`config.mk`:
```
export PLATFORM = sky130hd
export DESIGN_NAME = rbmf_ram
export DESIGN_NICKNAME = d
export VERILOG_FILES = /design/src/rtl/rbmf_ram.sv
export SDC_FILE = /design/constraint.sdc
export NUM_CORES = 1
export LEC_CHECK = 0
export ABC_AREA = 1
export BUFFER_PORTS_ARGS = -buffer_cell sky130_fd_sc_hd__buf_2
export CORE_UTILIZATION = 47
export CTS_CLUSTER_SIZE = 28
export DETAILED_ROUTE_END_ITERATION = 8
export GPL_TIMING_DRIVEN = 1
export PLACE_DENSITY_LB_ADDON = 0.05
export SLEW_MARGIN = 20
export SYNTH_ARGS = -nofsm -noshare
export SYNTH_HDL_FRONTEND = slang
export SYNTH_SLANG_ARGS = --single-unit
```
`constraint.sdc`:
```
create_clock -name clk -period 0.94 [get_ports clk]
set_input_delay 0 -clock clk [delete_from_list [all_inputs] [get_ports clk]]
set_output_delay 0 -clock clk [all_outputs]
set_load 0.01 [all_outputs]
```
`src/rtl/rbmf_ram.sv`:
```
// ---------------------------------------------------------------------------
// rbmf_ram
// Single write port, single read port RAM with registered read data.
// ---------------------------------------------------------------------------
module rbmf_ram #(
  parameter int WIDTH = 8,
  parameter int DEPTH = 16
) (
  input  logic                     clk,
  input  logic                     wr_en,
  input  logic [$clog2(DEPTH)-1:0] wr_addr,
  input  logic [WIDTH-1:0]         wr_data,
  input  logic                     rd_en,
  input  logic [$clog2(DEPTH)-1:0] rd_addr,
  output logic [WIDTH-1:0]         rd_data
);

  logic [WIDTH-1:0] mem [DEPTH];

  always_ff @(posedge clk) begin
    if (wr_en) begin
      mem[wr_addr] <= wr_data;
    end
    if (rd_en) begin
      rd_data <= mem[rd_addr];
    end
  end

endmodule

```
# Word level (Yosys, flattened, before mapping)
# Memory sizes are Yosys's and may differ from the RTL's. A register that Yosys moved wholly into a read port is not among the register bits.
# Cells that the tools add are included.
dict set report classes {
  mux 2
}
# cell count
set ops {}
lappend ops {{1-bit two-way mux} 2}
dict set report totals {
  memories 1
  ram_bits 128
  register_bits 0
  elab_cells 3
  input_bits 19
}
# memory words word_bits read_ports rd_ports_with_merged_regs wr line_no
set memory_table {}
lappend memory_table {mem 16 8 1 1 1 18} ;# logic [WIDTH-1:0] mem [DEPTH];

# Depth between registers and ports, before layout
dict set report logic_depth {
  ltp_word 2
  ltp_mapped 8
  mapped_depth_nobuf 7
}

# Least setup slack after synthesis
# No wires, ideal clock.
dict set report synth_timing {
  kind {input to register}
  from {input port wr_addr[3]}
  to {memory mem[4][0], enable pin}
  cell_stages 2
  setup_slack_ps -11
  path_buffers 0
  required_time_ps 570
  t_arrival_ps 581
  path_cell_list {nand3b_1 nor2_1}
}
# item line_no
set synth_rtl {}
lappend synth_rtl {{from (decl)} 11} ;# input logic [$clog2(DEPTH)-1:0] wr_addr,
lappend synth_rtl {{to (decl)} 18}
# No word-level cell before the write port.

==> run metrics <==
Critical Path Start Type register; Critical Path RT around 1.1 ns; Hold Startpoint wr_data[5]; mean post-synth cell area 10.6 sq um; period utilization 1.13; All-Layer GR Usage 0.225; fillcell total just over 1000; cell mode on critical path nand3_2; fin area about 7200 sq um; worst r2r path cells 6; failing checks negative setup slack; Worst Hold Depth 1; worst rel slew slack 0.732; CP Data Arrival Time 1.24 ns; drt pass-1 iters 4; M1 wire length around 6100 um; Clk Latency, worst-skew pair 0.43 ns; FF-to-FF setup slack -0.13 ns; skew final between 0.006 and 0.007 ns; initial antenna violation count 0; via count ~3800; Synth area leader edfxtp_1; Tot Pwr around 0.014 W; final WL 13200 um; IO Count 27; number of flops mapped to enable cells by yosys 136; I/O Buffers 26; status finished, violations left; Avg WL per Cell about 17 um; end of the worst hold path mem[0][5]$_DFFE_PP_; pin count of the biggest net entering global routing 33; nets roughly 630; Critical Path, Cell by Cell inv_1 -> nand2_1 -> nand3_2 -> nand3_2 -> nand3_2 -> nand2_1; #FFs+latches synth 136; Synth async-reset ratio 0; leakage power 3.12 nW; Die Wd 114 um; layout cell share with drive strength beyond 1 0.215; Power Density 1950 nW/um^2; vias in the first global route 3780; gp weighted congestion just over 0.8; GRT overflow 0; FP Rows 40; Max Cap Viol 0; most frequent cells after synthesis nand2_1 (173), edfxtp_1 (136), inv_1 (100), nand3_1 (97), nor2_1 (17); die height ~110 um; Detailed Route Iter0 Violations 243; count leader, synth nand2_1; Worst Tran Pin Value approximately 0.40 ns; antenna cells 0; register area share after synthesis 0.698; met3 WL post-DR between 400 and 500 um; Post-Place Setup Slack -0.265 ns; CP max FO 1; clk slew on worst S/H paths about 0.060 ns; Via-to-Cell Ratio around 4.8; largest cells by area after synthesis edfxtp_1 (70%), nand2_1 (11%), nand3_1 (8.3%); final worst path period need around 1.1 ns; ys flop type edfxtp_1; setup ws final -0.126 ns; Worst path max stage delay about 0.35 ns; DPL Wire Length around 8300 um; YS warnings 0; Placed Area approximately 6400 sq um; reg-to-reg endpoint rd_data[4]$_DFFE_PP_; area share of the largest cell type after synthesis 0.698; Mapped Nets 570; DRC errors left 0; H-tree Lvls 4; first-pass GRT wire length between 20000 and 25000 um; Slew Viols, Final 0; Core ar. 12100 sq um; clock sink total approximately 140; Slowest-stage cell, CP edfxtp_1; worst IR drop on VDD approximately 0.001 V; Num CTS Buffers 17; Initial Utilization 0.485; endpoints failing setup 10; Root Driver clkbuf_16; crit path kind register to register; post-synth design cell area slightly below 6000 sq um; final hold viol count 0; Syn Inst Count around 550; distinct cell type count after synthesis 11; wire length on met2 6350 um; CTS tree done; reg2reg start mem[5][4]$_DFFE_PP_; highest routed metal layer met4; CP Capture Type register; Post-DRT Antenna Nets 0; fmax about 940 MHz; setup bufs post-CTS 0; die area 12900 sq um; area grow syn2layout 22.9%; RSZ-0062 raised after global routing true; clk buf depth 2; Hold Path Class input pin to register
registers in the layout (all words and copies together) (netlist names):
signal   cells
mem        128
rd_data      8
critical path: cells and delay by family, from the launching register on:
family                 cells  cell delay, ns
buffers and inverters      1            0.06
flip-flops                 1            0.35
AND/OR/NAND/NOR            5            0.41
per-layer routing:
layer	track usage	up-vias
met5	0	-
met4	0.108	0
met3	0.0515	22
met2	0.354	77
met1	0.298	1807
li1	-	1899
cells in the final DEF, fill, tap and decap left out:
| cell type | n |
|---|---|
| bufinv_16 | 2 |
| buf_4 | 27 |
| edfxtp_1 | 136 |
| nand2_2 | 2 |
| clkinvlp_4 | 1 |
| buf_2 | 26 |
| clkinv_2 | 5 |
| buf_12 | 8 |
| dlygate4sd3_1 | 3 |
| inv_1 | 100 |
| nor2_1 | 17 |
| nand2_1 | 171 |
| nand3_1 | 53 |
| clkbuf_16 | 17 |
| nand3b_1 | 2 |
| clkinv_1 | 5 |
| inv_2 | 2 |
| clkbuf_1 | 2 |
| nand3_2 | 44 |
kinds of logic (layout without fill, tap and decap cells):
| family | count (synthesis) | in the layout | share of synthesized area |
|---|---|---|---|
| and+or+nand+nor | 289 | 289 | 0.208 |
| buffers and inverters | 126 | 198 | 0.0939 |
| DFF | 136 | 136 | 0.698 |
layout make-up:
type | count | area, sq um | share of cell area
clock inverters | 13 | 111 | 0.0155
flip-flops and latches | 136 | 4080 | 0.569
inverters | 102 | 383 | 0.0533
clock buffers | 19 | 433 | 0.0603
multi-input cells | 289 | 1440 | 0.200
well taps | 168 | 210 | 0.0293
repair buffers | 64 | 523 | 0.0728
repair_timing:
item | in CTS | in global routing
endpoints found under the hold margin | 39 | 0
hold buffers | 3 | 0
setup endpoints to repair | 11 | 14
gates resized for setup | 26 | 20
pin swaps | 29 | 22
stage by stage:
| stage | setup TNS [ns] | hold slack [ns] | util | cells |
|---|---|---|---|---|
| global route | -1.51 | 0.0203 | 0.596 | 791 |
| CTS | -0.958 | 0.00975 | 0.587 | 791 |
| finish | -0.923 | 0.00449 | 0.596 | 791 |
| floorplan | -0.694 | 0.0989 | - | 551 |
| global placement | -3.87 | 0.358 | 0.529 | 756 |
| detailed placement | -5.27 | 0.361 | 0.529 | 756 |
where the power goes:
part	internal, W	switching, W	leakage (nW)	total, W
combinational	0.000352	0.000654	1.61	0.00101
clock	0.00382	0.00234	0.268	0.00616
sequential	0.00684	0.0000317	1.24	0.00687
total	0.0110	0.00303	3.12	0.0140
how the worst max path moves through the flow:
stage | from | endpoint | slack (ns) | depth (start not counted)
floorplan | wr_addr[3] | mem[4][0]$_DFFE_PP_ | -0.01 | 2
global placement | rd_addr[0] | rd_data[4]$_DFFE_PP_ | -0.22 | 8
detailed placement | rd_addr[0] | rd_data[0]$_DFFE_PP_ | -0.26 | 10
CTS | mem[6][5]$_DFFE_PP_ | rd_data[5]$_DFFE_PP_ | -0.13 | 6
global route | mem[5][5]$_DFFE_PP_ | rd_data[5]$_DFFE_PP_ | -0.19 | 6
finish | mem[5][4]$_DFFE_PP_ | rd_data[4]$_DFFE_PP_ | -0.13 | 6
No activity file was read; power rests on OpenSTA's default activity.
