## src/rtl/rbmf_pkg.sv

```systemverilog
// ---------------------------------------------------------------------------
// rbmf_pkg
// Shared types and constants of the RGB box mean filter.
// ---------------------------------------------------------------------------
package rbmf_pkg;

  localparam int MAX_WIDTH    = 1024;
  localparam int MAX_HEIGHT   = 1024;
  localparam int MAX_RADIUS_X = 2;
  localparam int MAX_RADIUS_Y = 2;

  localparam int CFG_W    = 11;
  localparam int RAD_W    = 2;
  localparam int ADDR_W   = $clog2(MAX_WIDTH);
  localparam int ROW_W    = $clog2(MAX_HEIGHT);
  localparam int LINES    = 2 * MAX_RADIUS_Y;
  localparam int WIN_ROWS = 2 * MAX_RADIUS_Y + 1;
  localparam int WIN_COLS = 2 * MAX_RADIUS_X + 1;
  localparam int CH_W     = 8;
  localparam int PIX_W    = 3 * CH_W;
  localparam int LINE_W   = LINES * PIX_W;
  localparam int COLSUM_W = $clog2(WIN_ROWS * 255 + 1);
  localparam int SUM_W    = $clog2(WIN_ROWS * WIN_COLS * 255 + 1);
  localparam int RECIP_SH = 24;
  localparam int RECIP_W  = RECIP_SH + 1;

  typedef enum logic [1:0] {
    REG_FRAME_WIDTH  = 2'd0,
    REG_FRAME_HEIGHT = 2'd1,
    REG_RADIUS_X     = 2'd2,
    REG_RADIUS_Y     = 2'd3
  } reg_idx_t;

  // one window column, row 0 is the newest pixel
  typedef logic [WIN_ROWS-1:0][PIX_W-1:0] colpix_t;

  typedef struct packed {
    logic [COLSUM_W-1:0] r;
    logic [COLSUM_W-1:0] g;
    logic [COLSUM_W-1:0] b;
  } colsum_t;

  typedef struct packed {
    logic valid;
    logic emit;
    logic row_end;
    logic frame_end;
  } flags_t;

  // ceil(2^24 / count) for every legal window pixel count
  function automatic logic [RECIP_W-1:0] recip(input logic [RAD_W-1:0] rx,
                                              input logic [RAD_W-1:0] ry);
    logic [5:0] cnt;
    logic [RECIP_W-1:0] m;
    cnt = 6'((2 * rx + 1) * (2 * ry + 1));
    case (cnt)
      6'd1:    m = 25'd16777216;
      6'd3:    m = 25'd5592406;
      6'd5:    m = 25'd3355444;
      6'd9:    m = 25'd1864136;
      6'd15:   m = 25'd1118482;
      6'd25:   m = 25'd671089;
      default: m = 25'd16777216;
    endcase
    return m;
  endfunction

endpackage

```

## src/rtl/rbmf_cell.sv

```systemverilog
// ---------------------------------------------------------------------------
// rbmf_cell
// One window column: holds its pixels, passes them to its neighbor and
// gives the column sums over the active rows.
// ---------------------------------------------------------------------------
module rbmf_cell
  import rbmf_pkg::*;
(
  input  logic             clk,
  input  logic             shift,
  input  logic [RAD_W-1:0] ry,
  input  colpix_t          col_in,
  output colpix_t          col_out,
  output colsum_t          sum_out
);

  colpix_t col_r;

  always_ff @(posedge clk) begin
    if (shift) begin
      col_r <= col_in;
    end
  end

  always_comb begin
    sum_out = '0;
    for (int k = 0; k < WIN_ROWS; k++) begin
      if (k <= 2 * ry) begin
        sum_out.r = sum_out.r + COLSUM_W'(col_r[k][CH_W-1:0]);
        sum_out.g = sum_out.g + COLSUM_W'(col_r[k][2*CH_W-1:CH_W]);
        sum_out.b = sum_out.b + COLSUM_W'(col_r[k][3*CH_W-1:2*CH_W]);
      end
    end
  end

  assign col_out = col_r;

endmodule

```

## config.mk

```make
export PLATFORM = sky130hd
export DESIGN_NAME = rbmf_cell
export DESIGN_NICKNAME = d
export VERILOG_FILES = /design/src/rtl/rbmf_pkg.sv /design/src/rtl/rbmf_cell.sv
export SDC_FILE = /design/constraint.sdc
export NUM_CORES = 1
export LEC_CHECK = 0
export BUFFER_PORTS_ARGS = -buffer_cell sky130_fd_sc_hd__buf_2
export CELL_PAD_IN_SITES_DETAIL_PLACEMENT = 0
export CELL_PAD_IN_SITES_GLOBAL_PLACEMENT = 2
export CORE_MARGIN = 1.5
export CORE_UTILIZATION = 32
export CTS_BUF_LIST = sky130_fd_sc_hd__clkbuf_16
export DETAILED_ROUTE_END_ITERATION = 12
export HOLD_SLACK_MARGIN = 0.03
export PLACE_DENSITY_LB_ADDON = 0.1
export SLEW_MARGIN = 5
export SYNTH_ARGS = -nofsm -noshare
export SYNTH_HDL_FRONTEND = slang
export SYNTH_SLANG_ARGS = --single-unit
```

## constraint.sdc

```tcl
create_clock -name clk -period 14 [get_ports clk]
set_input_delay 4.2 -clock clk [delete_from_list [all_inputs] [get_ports clk]]
set_output_delay 4.2 -clock clk [all_outputs]
set_load 0.02 [all_outputs]
```

After elaboration in Yosys (flattened, before gate mapping):

Cells that the tools add are included.

* bits of input ports: 124
* bits in registers: 120
* logic and storage cells: 25

* $add $sub $neg: 12
* muxes and demuxes: 4
* $lt $le $gt $ge: 4

Operators by type and width (number)
* $add A11 B8 Y11: 9
* $mux W33: 3
* $mux W31: 1
* $add A8 B8 Y9: 3
* $le A2 B3 Y1 const A: 2
* $le A1 B3 Y1 const A: 1
* $le A3 B3 Y1 const A: 1

Depth between registers and ports, before layout:

* word-level depth: 8
* gate-level depth with buffers: 30
* mapped depth without buffers: 28

Worst setup path after synthesis:

Ideal clock, no wire load.

* path kind: input -> output
* start point: in ry[1]
* end point: out sum_out[20] in the netlist's numbering
* data arrival time: 9.335 ns
* path slack: 0.465 ns
* required time: 9.800 ns
* path buffers: 4
* stages on the path: 27
* cell sequence: clkbuf_1 -> nor2_1 -> clkbuf_1 -> clkbuf_1 -> clkbuf_1 -> o21ai_0 -> ha_1 -> or2_2 -> a21oi_1 -> o21ai_0 -> xor2_1 -> nand2_1 -> nand2_1 -> ha_1 -> or2_2 -> nor2_1 -> nor2_1 -> a21oi_1 -> xnor2_1 -> a21o_1 -> ha_1 -> nand3_1 -> nand2_1 -> a41oi_1 -> mux2_2 -> a211oi_1 -> xnor2_1

RTL lines
* start, declared: RTL line rbmf_cell.sv:11 `input logic [RAD_W-1:0] ry,`
* end, declared: RTL line rbmf_cell.sv:14 `output colsum_t sum_out`

==> out/results.ini <==
[layout]
nets=1397
area_growth_syn_to_layout_pct=27.1
fin_util_pct=41.8
largest_register_ffs=120
drive_gt1_share_pct=29.2
n_antenna_cell=0

[cts]
htreeDepth=4
path_clk_slew_ps=60
cts_inserted_buffers=17
cts_hold_buf=0
numClockSinks=120
cts_tree=yes
cts_root_buffer=clkbuf_16
clk_path_buf_depth=2

[logic_synthesis]
synthFlopType=edfxtp_1
syn_area_mm2=0.00890
synth_cells=876
synth_edf_count=120
synthArstFlopShare_pct=0
ys_types=61
synth_area_per_cell_um2=10.2
synth_common_cells=edfxtp_1 (120), ha_1 (98), nand2_1 (81), a21oi_1 (79), o21ai_0 (60)
yosysTopAreaCell=edfxtp_1
yosysSeqAreaShare_pct=40.5
synthesis.nets=1110
yosysMostFrequentCell=edfxtp_1
post-synth-top-area-fraction_pct=40.5
ys_ff_latch=120
synthTopCellsByArea=edfxtp_1 (40%), ha_1 (14%), xnor2_1 (4.6%)
synth_warnings=0

[placement]
place_congestion=0.830
hpwlAfterDp_mm=21.0
io_buffers=276

[floorplan]
start_util_pct=32.9
core_area_mm2=0.0271
rows=60
die_area_mm2=0.0288
die_x_um=170
fp.dieH_um=170
ios=277

[grt]
grt_pass1_wl_mm=40.1
overflow=0
antenna_found_initial=1
grt_start_max_net_pins=75
first_global_vias=7539
grt_usage_pct=18.3

[critical_path]
cp_max_fo=7
cp.required_ps=9800
path_class=primary input to output port
end_kind=output port
worst_setup_path_start_kind=primary input
worst-endpoint-arrival_ps=9340

[routing]
first_pass_iters=5
antenna_left=0
wl_per_cell_um=16.8
first_iter_violations=310
viasPerCell=4.85
num_vias=7511
drt_wl_total_mm=26.1
drc=0

[sta]
relSlewSlack_pct=36.4
min_period_ps=13540
tightest_slew_ps=954
finalCritPeriodShare_pct=96.7
grt_setup_unrepaired=false
hold_ws_ps=3940
slew_violations=0
hold_viol=0
fmax_mhz=73.9
setup_violations=0
setup_tns_ps=0

[power_and_ir_drop]
max-vdd-ir-drop_mv=0.0778
power.total_mw=2.00
p_per_area_mw_per_mm2=176
p_leak_nw=5.12

[run]
maxCapViolCount=0

[min_path]
hp-class=primary input to flop

[status]
status=finished, final reports clean

==> worst max-delay path, cell delays in order <==
cell      delay (ps)
buf_2            120
buf_4            160
nor2_4           130
buf_4            150
nand2_1           70
nand2_1           70
ha_1             150
inv_1             50
fa_1             480
nand2_1           40
o21ai_0          230
inv_1             90
ha_1             300
a211oi_1         370
o21bai_1         140
a21oi_1          260
o21bai_1          90
a21oi_1          170
xnor2_1           90
a21o_1           200
ha_1             220
or3_2            480
a21oi_1          210
or2_2            170
nor3_1            40
a211o_1          330
xor2_1           140
buf_2            170
==> cell type report <==
cell class	count	area, µm²
tap	372	465
clock buffer	17	425
timing repair buffer	289	1500
multi-input combinational	696	5070
clock inverter	15	114
fill	2726	15800
sequential	120	3600
inverter	39	146
==> report_power, final <==
group	internal (mW)	switching, mW
combinational	0.481	0.652
clock	0.240	0.168
sequential	0.429	0.0247
==> metal layers <==
metal	vias up	share of wire, %	global-route usage, %
li1	3860	-	-
met1	3431	45	22.7
met2	200	48	31.2
met3	18	5.5	4.93
met4	2	1.2	4.92
met5	-	0.050	0
==> worst paths after layout <==
check / depth (start not counted) / slack (ps) / from / endpoint
max: 28 / 460 / ry[0] / sum_out[9]
min: 1 / 3940 / col_in[54] / col_out[54]
==> cells by family after synthesis <==
logic type      count (synthesis)  synth area share, %
compound gates                274                 19.9
fa+ha+maj                     110                 16.5
flops                         120                 40.5
xor+xnor                       61                 6.00
simple gates                  244                 13.5
mux                             7                0.829
buf+inv                        60                 2.81
==> layout by cell type, fill, tap and decap left out, types with 4 or more instances in the layout <==
| cell | n |
|---|---|
| o21bai_1 | 9 |
| nor3_1 | 17 |
| mux2i_1 | 4 |
| buf_2 | 275 |
| edfxtp_1 | 120 |
| nor3b_1 | 5 |
| a31oi_1 | 4 |
| clkinvlp_4 | 4 |
| nor2_1 | 45 |
| nor2b_1 | 18 |
| xnor2_1 | 47 |
| o211ai_1 | 5 |
| o31a_1 | 6 |
| nand2_1 | 81 |
| a21oi_1 | 79 |
| o21a_1 | 16 |
| or2_2 | 7 |
| ha_1 | 98 |
| inv_1 | 40 |
| and3_1 | 6 |
| or3_1 | 10 |
| a211o_1 | 6 |
| a211oi_1 | 12 |
| nand2b_1 | 6 |
| clkbuf_16 | 17 |
| o21ai_0 | 60 |
| buf_4 | 12 |
| o2111ai_1 | 5 |
| xor2_1 | 14 |
| fa_1 | 12 |
| a21o_1 | 46 |
| clkinv_1 | 4 |
| nand3_1 | 22 |
==> what timing repair did <==
item / in CTS / in global routing
buffers inserted: 0 / 4
setup endpoints to repair: 0 / 7
gates resized for setup: 0 / 3
hold endpoints to repair: 0 / 0
==> stage by stage <==
stage          cells  instance area (µm²)  worst slack (ps)
6_report        1548                11300               461
5_1_grt         1548                11300              7.49
4_1_cts         1544                11300               304
3_5_place_dp    1512                10700               300
3_3_place_gp    1512                10700               406
2_1_floorplan    876                 8900               465
No activity file was read; power rests on OpenSTA's default activity.
